## config.mk

```make
export PLATFORM = sky130hd
export DESIGN_NAME = dfia_retire_queue
export DESIGN_NICKNAME = d
export VERILOG_FILES = /design/src/rtl/dfia_pkg.sv /design/src/rtl/dfia_retire_queue.sv
export SDC_FILE = /design/constraint.sdc
export NUM_CORES = 2
export LEC_CHECK = 0
export BUFFER_PORTS_ARGS = -buffer_cell sky130_fd_sc_hd__buf_4
export CAP_MARGIN = 20
export CELL_PAD_IN_SITES_DETAIL_PLACEMENT = 1
export CELL_PAD_IN_SITES_GLOBAL_PLACEMENT = 1
export CORE_UTILIZATION = 35
export CTS_BUF_LIST = sky130_fd_sc_hd__clkbuf_8
export CTS_CLUSTER_SIZE = 16
export DETAILED_ROUTE_END_ITERATION = 12
export PLACE_DENSITY = 0.57
export SLEW_MARGIN = 10
export SYNTH_ARGS = -nofsm -noshare
export SYNTH_HDL_FRONTEND = slang
export SYNTH_SLANG_ARGS = --single-unit
```

## constraint.sdc

```tcl
create_clock -name clock -period 4.35 [get_ports clock]
set_clock_uncertainty 0.1 [all_clocks]
set_input_delay 0.2175 -clock clock [delete_from_list [all_inputs] [get_ports clock]]
set_output_delay 0.2175 -clock clock [all_outputs]
set_load 0.01 [all_outputs]
```

## src/rtl/dfia_pkg.sv

```systemverilog
// shared types and codes of the deferred free index allocator
package dfia_pkg;

   localparam int IDX_W   = 10;
   localparam int CAP_W   = 11;
   localparam int DLY_W   = 4;
   localparam int FRAME_W = 32;
   localparam int RCNT_W  = 7;

   typedef enum logic [1:0] {
      MODE_ALLOCATE    = 2'd0,
      MODE_FREE        = 2'd1,
      MODE_FRAME_BEGIN = 2'd2,
      MODE_FRAME_END   = 2'd3
   } mode_type;

   typedef enum logic [1:0] {
      STAT_OK         = 2'd0,
      STAT_EXHAUSTED  = 2'd1,
      STAT_QUEUE_FULL = 2'd2,
      STAT_IGNORED    = 2'd3
   } status_type;

   typedef enum logic {
      CSR_CAPACITY     = 1'b0,
      CSR_RETIRE_DELAY = 1'b1
   } csr_index_type;

   typedef struct packed {
      logic [IDX_W-1:0]   index;
      logic [FRAME_W-1:0] stamp;
   } retire_entry_type;

   // queue control from the sequencer
   typedef struct packed {
      logic push;
      logic pop;
      logic rd_req;
      logic rd_next;
   } rq_ctrl_type;

   // queue occupancy flags back to the sequencer
   typedef struct packed {
      logic empty;
      logic full;
      logic one_left;
   } rq_stat_type;

endpackage

```

## src/rtl/dfia_retire_queue.sv

```systemverilog
// retire queue: frame-stamped freed indices held in a synchronous memory
module dfia_retire_queue
   import dfia_pkg::*;
#(
   parameter int DEPTH = 64
) (
   input  logic             clock,
   input  logic             reset,
   input  rq_ctrl_type      ctrl,
   input  retire_entry_type push_entry,
   output retire_entry_type rd_entry,
   output rq_stat_type      stat
);

   localparam int PTR_W = $clog2(DEPTH);
   localparam int CNT_W = $clog2(DEPTH + 1);

   retire_entry_type mem [DEPTH];

   logic [PTR_W-1:0] head_ff, head_in;
   logic [PTR_W-1:0] tail_ff, tail_in;
   logic [CNT_W-1:0] count_ff, count_in;
   logic [PTR_W-1:0] head_adv;
   logic [PTR_W-1:0] rd_addr;

   always_comb begin
      head_adv = (head_ff == PTR_W'(DEPTH - 1)) ? '0 : head_ff + 1'b1;
      rd_addr  = ctrl.rd_next ? head_adv : head_ff;
      head_in  = ctrl.pop ? head_adv : head_ff;
      tail_in  = tail_ff;
      if (ctrl.push) begin
         tail_in = (tail_ff == PTR_W'(DEPTH - 1)) ? '0 : tail_ff + 1'b1;
      end
      count_in = count_ff;
      if (ctrl.push && !ctrl.pop) begin
         count_in = count_ff + 1'b1;
      end else if (ctrl.pop && !ctrl.push) begin
         count_in = count_ff - 1'b1;
      end
   end

   always_ff @(posedge clock) begin
      if (reset) begin
         head_ff  <= '0;
         tail_ff  <= '0;
         count_ff <= '0;
      end else begin
         head_ff  <= head_in;
         tail_ff  <= tail_in;
         count_ff <= count_in;
      end
   end

   always_ff @(posedge clock) begin
      if (ctrl.push) begin
         mem[tail_ff] <= push_entry;
      end
      if (ctrl.rd_req) begin
         rd_entry <= mem[rd_addr];
      end
   end

   assign stat.empty    = (count_ff == '0);
   assign stat.full     = (count_ff == CNT_W'(DEPTH));
   assign stat.one_left = (count_ff == CNT_W'(1));

endmodule

```

## After elaboration in Yosys (flattened, before gate mapping)

Memory sizes are Yosys's and may differ from the RTL's. A register that Yosys moved wholly into a read port is not among the register bits.
Cells that the tools add are included.

| storage, ports and cells | value |
|---|---|
| flip-flop bits (word level) | 19 |
| bits in latches | 0 |
| input bits | 48 |
| memory bits (read-only) | 0 |
| RAM bits | 2,688 |
| logic and storage cells | 25 |
| memories | 1 |
| output and inout bits | 45 |

Memories:

| name | words | bits a word | read ports | clocked after Yosys merged registers in | write ports | line | RTL |
|---|---|---|---|---|---|---|---|
| mem | 64 | 42 | 1 | 1 | 1 | dfia_retire_queue.sv:18 | `retire_entry_type mem [DEPTH];` |

| cells by class | value |
|---|---|
| multipliers | 0 |
| bitwise operators | 0 |
| shift-type cells | 0 |
| magnitude comparators | 0 |
| multiplexer cells | 7 |
| eq/ne operators | 4 |
| reductions and logical operators | 6 |
| add/sub/neg operators | 4 |
| div/mod/pow operators | 0 |

Operators with widths:

| kind | count |
|---|---|
| 6-bit two-way mux | 3 |
| 7-bit two-way mux | 2 |
| 6-bit by 1-bit adder with 6-bit output (second input constant) | 2 |
| 6-bit equality test (second input constant) | 2 |
| 7-bit by 1-bit adder with 7-bit output (second input constant) | 1 |
| 7-bit by 1-bit equality test with 1-bit output (second input constant) | 1 |
| 7-bit equality test (second input constant) | 1 |
| 7-bit logical NOT | 1 |
| 7-bit by 1-bit subtractor with 7-bit output (second input constant) | 1 |
| 1-bit logical AND | 2 |
| 1-bit logical NOT | 2 |
| 1-bit two-way mux | 2 |
| 2-bit nonzero test | 1 |

## Depth between registers and ports, before layout

| logic depth | value |
|---|---|
| word-level depth | 4 |
| gate-level depth with buffers | 14 |
| mapped depth without buffers | 8 |

## Least setup slack after synthesis

OpenSTA, ideal clock, no wires.

| timing path | value |
|---|---|
| path kind | register -> register |
| from | register tail_ff[5] |
| to | memory mem[50][0] in the netlist's numbering (enable) |
| period minus slack after synthesis | 4,576 ps |
| arrival time | 3,973 ps |
| cell stages (with the launch flop) | 4 |
| setup time | 502 ps |
| path slack | -226 ps |
| path buffers | 1 |
| data required time | 3,748 ps |
| cell sequence | dfxtp_1 -> clkbuf_1 -> and4b_1 -> nor3b_1 |

RTL lines:

| item | line | RTL |
|---|---|---|
| start: declaration | dfia_retire_queue.sv:21 | `logic [PTR_W-1:0] tail_ff, tail_in;` |
| start signal: assignment | dfia_retire_queue.sv:49 | `tail_ff <= tail_in;` |
| end: declaration | dfia_retire_queue.sv:18 |  |

No word-level cell before the write port.

## Final worst setup path

| timing path | value |
|---|---|
| from | register head_ff[1] |
| to | register rd_entry[21] (netlist name) |

| between the ends | value |
|---|---|
| longest elaborated chain between the ends | 3 |

Ends and longest elaborated chain:

| item | line | RTL |
|---|---|---|
| start: declaration | dfia_retire_queue.sv:20 | `logic [PTR_W-1:0] head_ff, head_in;` |
| start signal: assignment | dfia_retire_queue.sv:48 | `head_ff <= head_in;` |
| 6-bit by 1-bit adder with 6-bit output / 6-bit equality test (equally long branches) | dfia_retire_queue.sv:27 | `head_adv = (head_ff == PTR_W'(DEPTH - 1)) ? '0 : head_ff + 1'b1;` |
| 6-bit two-way mux | dfia_retire_queue.sv:27 |  |
| 6-bit two-way mux * | dfia_retire_queue.sv:28 | `rd_addr = ctrl.rd_next ? head_adv : head_ff;` |

Mark *: on every way between the ends. The rest lies on a longest branch, timed or not.
A chain may end at the register's enable or synchronous reset.

==> metrics list <==
- Portion of netlist area occupied by mux cells: 3.70%
* Final ANT Viol Nets: 0
* Overflow left after global routing: 0
- For this run, the number of Yosys warnings is 0.
* Final design utilization: 40.8%
- In this run the tool buffered the top-level ports with 92 buffer cells.
- Synthesized instance count: 7,566
* Die extent in x: 561 microns
- Final instance count without filler cells: 12,500
* Lkg Pwr: 42.1 nW
- Achievable frequency: 0.265 GHz
* Post-synth design cell area: 109,000 sq um
- Post-CTS Repair Setup Buffers: 0
- Residual DRC: 0
- Number of cells in the design after placement: 11,600
* Asr flop ratio synth: 0%
* Sum of routed wire length over all layers: 404 mm
* Final hold violations: 0
* Unique masters post-synth: 68
- Final period utilization: 86.9%
* Highest fanout seen on the critical path: 52
- After synthesis, the largest area contributor takes up 75.1% of total cell area.
* Data arrival time at the worst-slack endpoint: 4.50 ns
- The critical path is of the flop to flop type.
- Total of endpoints with negative setup slack in the final report: 0
- Vias in the first global route: 72,700
- Pin count of the biggest net entering global routing: 116
- EDFF count, synth: 2,730
* Area of all placed cells without fillers: 126,000 sq um
- The smallest clock period supported by the final layout is computed as 3.78 ns.
- Area fraction in and, or, nand and nor cells after synthesis: 10.7%
- NumNets Final: 8,022
- Num ports: 93
* Clock insertion delay at the later pin of the skew report: 1.18 ns
* Routed vias/inst: 5.80
* Core box area: 310,000 sq um
- Cells with a size suffix above 1 make up 13.5% of the layout.
- Among all flip-flop cells after synthesis, the most frequent one is sky130_fd_sc_hd__edfxtp_1.
- Setup repair after global routing left no endpoint under its margin.
- Summing the areas of all xor and xnor instances in the mapped netlist gives 0.144% of the synthesized area.
- Number of buffers on the longest clock path: 4
- Number of antenna violations at the first check in global routing: 37
- The flow ran to the end, and the final reports show no timing, DRC or antenna violations.
- By area, the combinational part of the netlist is dominated by simple AND/OR/NAND/NOR gates.
- Startpoint type of the worst setup path: flop
- Summed over all instances, the cell type with the most area after synthesis is sky130_fd_sc_hd__edfxtp_1.
- Measured in cells, the most critical reg-to-reg path has a length of 11.
- Adding up every negative setup slack in the final design gives 0 ns.
- Area Growth Syn to Fin: 15.8%
* Total global routing track utilization: 25.1%
- For the pin with the worst max-slew slack, the measured transition is 1.19 ns.
- Routability congestion estimate: 0.781
- In this run the number of H-tree levels came out at 5.
- Type of destination of the critical path: flop
- Vias after detailed routing: 72,300
* Row count: 204
- The synthesized netlist devotes 7.72% of its cell area to compound gates.
* IR Drop Worst-Case VDD: 268 uV
* Die area: 314,000 sq um
- Average footprint of a synthesized cell: 14.4 sq um
- Once the floorplan was initialized, standard cells occupied 35.3% of the core.
* Max-Cap Viols: 0
- The synthesized design contains 2,749 register bits.
- Adder-cell share of the synthesized area: 0.0802%
* Drt initial violations: 7,822
* Global-route wire length before repair: 563 mm
* Reg2reg setup slack: 0.57 ns
* Class of the worst hold path: primary input to flop
- CP required: 5.07 ns
* Syn Nets: 7,621
- The worst pin sits at a relative slew slack of 20.8%.
* Clock slew at reported path FFs: 0.06 ns
- Worst Hold Depth: 2
- The share of the Yosys chip area taken by registers is 75.4%.
* Count of final max-slew check failures: 0
- In this run the power density over the cells is 440 nW/um^2.
* Hpwl dp: 218 mm
- Die height: 561 microns
- In the final routed layout, each cell accounts on average for 32.4 microns.
* Top cells by area in the synthesized netlist: sky130_fd_sc_hd__edfxtp_1 (75%), sky130_fd_sc_hd__nand2_1 (5.7%), sky130_fd_sc_hd__nand3_1 (3.4%)
- CTS tree: done
- Once placement finished, the instance area stood at 117,000 sq um.
- Number of clock sinks seen by CTS: 2,749
* Clock buffer count from CTS: 466
- Cell chosen for the clock root: sky130_fd_sc_hd__clkbuf_8
- The pre-antenna-repair detailed-routing pass consisted of 5 iterations.
## layer usage
layer,global-route usage [%],part of all wire (%),vias up
met4,6.78,2.7,4
met1,34.0,42,38700
met5,0,0.0050,-
li1,-,-,30100
met3,3.32,6.3,645
met2,42.4,49,2797
## layout by cell type, fill, tap and decap left out, types with 21 or more instances in the layout
cell | netlist | layout
sky130_fd_sc_hd__edfxtp_1 | 2730 | 2730
sky130_fd_sc_hd__nand2_1 | 1662 | 1662
sky130_fd_sc_hd__nand3_1 | 745 | 745
sky130_fd_sc_hd__clkbuf_8 | 0 | 471
sky130_fd_sc_hd__mux2i_1 | 362 | 361
sky130_fd_sc_hd__a21oi_1 | 334 | 334
sky130_fd_sc_hd__buf_4 | 25 | 323
sky130_fd_sc_hd__a221oi_1 | 310 | 310
sky130_fd_sc_hd__a311oi_1 | 161 | 161
sky130_fd_sc_hd__inv_1 | 8 | 155
sky130_fd_sc_hd__a311o_1 | 153 | 153
sky130_fd_sc_hd__clkinv_1 | 0 | 129
sky130_fd_sc_hd__buf_12 | 0 | 125
sky130_fd_sc_hd__or3_1 | 79 | 79
sky130_fd_sc_hd__nor2_4 | 1 | 57
sky130_fd_sc_hd__nand4_1 | 54 | 54
sky130_fd_sc_hd__clkinv_2 | 0 | 53
sky130_fd_sc_hd__dlygate4sd3_1 | 0 | 53
sky130_fd_sc_hd__o22ai_1 | 47 | 47
sky130_fd_sc_hd__nor2_1 | 99 | 43
sky130_fd_sc_hd__mux2_2 | 33 | 32
sky130_fd_sc_hd__nor3_1 | 26 | 21
## where the power goes
group          internal, mW  switching, mW
logic                  1.45           3.17
clock network          10.5           11.0
registers              29.3          0.164
## cells in the mapped netlist (3+ instances only)
| cell | instances |
|---|---|
| sky130_fd_sc_hd__o22a_1 | 9 |
| sky130_fd_sc_hd__a311oi_1 | 161 |
| sky130_fd_sc_hd__buf_4 | 25 |
| sky130_fd_sc_hd__or3_1 | 79 |
| sky130_fd_sc_hd__and3_1 | 13 |
| sky130_fd_sc_hd__xnor2_1 | 7 |
| sky130_fd_sc_hd__buf_2 | 106 |
| sky130_fd_sc_hd__ha_1 | 7 |
| sky130_fd_sc_hd__o22ai_1 | 47 |
| sky130_fd_sc_hd__o21ai_0 | 17 |
| sky130_fd_sc_hd__xor2_1 | 11 |
| sky130_fd_sc_hd__a22oi_1 | 3 |
| sky130_fd_sc_hd__o211ai_1 | 3 |
| sky130_fd_sc_hd__nor2_1 | 99 |
| sky130_fd_sc_hd__a21oi_1 | 334 |
| sky130_fd_sc_hd__nand4_1 | 54 |
| sky130_fd_sc_hd__a221o_1 | 7 |
| sky130_fd_sc_hd__nor4_1 | 6 |
| sky130_fd_sc_hd__nand2b_1 | 4 |
| sky130_fd_sc_hd__edfxtp_1 | 2730 |
| sky130_fd_sc_hd__o21a_1 | 5 |
| sky130_fd_sc_hd__nand2_1 | 1662 |
| sky130_fd_sc_hd__mux2i_1 | 362 |
| sky130_fd_sc_hd__nor3_1 | 26 |
| sky130_fd_sc_hd__buf_6 | 11 |
| sky130_fd_sc_hd__a32oi_1 | 3 |
| sky130_fd_sc_hd__a311o_1 | 153 |
| sky130_fd_sc_hd__clkbuf_1 | 392 |
| sky130_fd_sc_hd__inv_1 | 8 |
| sky130_fd_sc_hd__a31oi_1 | 7 |
| sky130_fd_sc_hd__a221oi_1 | 310 |
| sky130_fd_sc_hd__o221ai_1 | 20 |
| sky130_fd_sc_hd__nand3_1 | 745 |
| sky130_fd_sc_hd__mux2_2 | 33 |
| sky130_fd_sc_hd__buf_1 | 34 |
| sky130_fd_sc_hd__or2_2 | 3 |
| sky130_fd_sc_hd__dfxtp_1 | 19 |
| sky130_fd_sc_hd__nor2b_1 | 7 |
## timing repair
item,in CTS,in global routing
hold buffers,54,0
endpoints found under the hold margin,2792,0
resized for setup,0,0
## worst max-delay path, stage by stage, from the launching register on
cell and delay (ns):
sky130_fd_sc_hd__dfxtp_1 0.33, sky130_fd_sc_hd__ha_1 0.34, sky130_fd_sc_hd__nand3_4 0.20, sky130_fd_sc_hd__o311ai_4 0.48
sky130_fd_sc_hd__buf_12 0.36, sky130_fd_sc_hd__buf_12 0.31, sky130_fd_sc_hd__buf_12 0.26, sky130_fd_sc_hd__mux2i_1 0.20
sky130_fd_sc_hd__a221oi_1 0.10, sky130_fd_sc_hd__a311oi_1 0.36, sky130_fd_sc_hd__or3_1 0.23, sky130_fd_sc_hd__nand4_1 0.10
## final timing paths
path	start	end
worst min register to register	count_ff[6]	count_ff[6]
worst max-delay path	head_ff[1]	rd_entry[21]
worst min-delay path	push_entry[16]	mem[6][16]
worst max register to register	head_ff[1]	rd_entry[21]
## logic make-up (layout without fill, tap and decap cells)
logic type / Yosys count / in the layout
XOR/XNOR: 18 / 18
adder cells (fa/ha/maj): 7 / 7
flip-flops: 2749 / 2749
multiplexers: 397 / 397
buffers and inverters: 576 / 1344
AND/OR/NAND/NOR: 2713 / 2713
AO/OA/AOI/OAI: 1106 / 1106
other: 0 / 11
## registers in the layout (all words and copies together), names as in the netlist
name	flops
count_ff	7
rd_entry	42
mem	2688
tail_ff	6
head_ff	6
## layout make-up
class	instances	area, sq um
diodes	11	27.5
clock buffers	471	6480
clock inverters	364	1920
fillers	31300	183000
inverters	8	30.0
multi-input cells	4241	24900
flip-flops and latches	2749	82400
well taps	4120	5150
repair buffers	501	5460
## through the flow
stage / setup slack [ns] / hold slack, ns / total power, mW
floorplan: 0.895 / 0.216 / 32.5
global placement: 0.612 / 0.414 / 34.5
detailed placement: 0.559 / 0.447 / 34.6
CTS: 0.572 / 0.00981 / 56.0
global route: 0.393 / 0.0914 / 57.4
finish: 0.571 / 0.0745 / 55.6
Note: power is estimated with default switching activity, not from simulation.
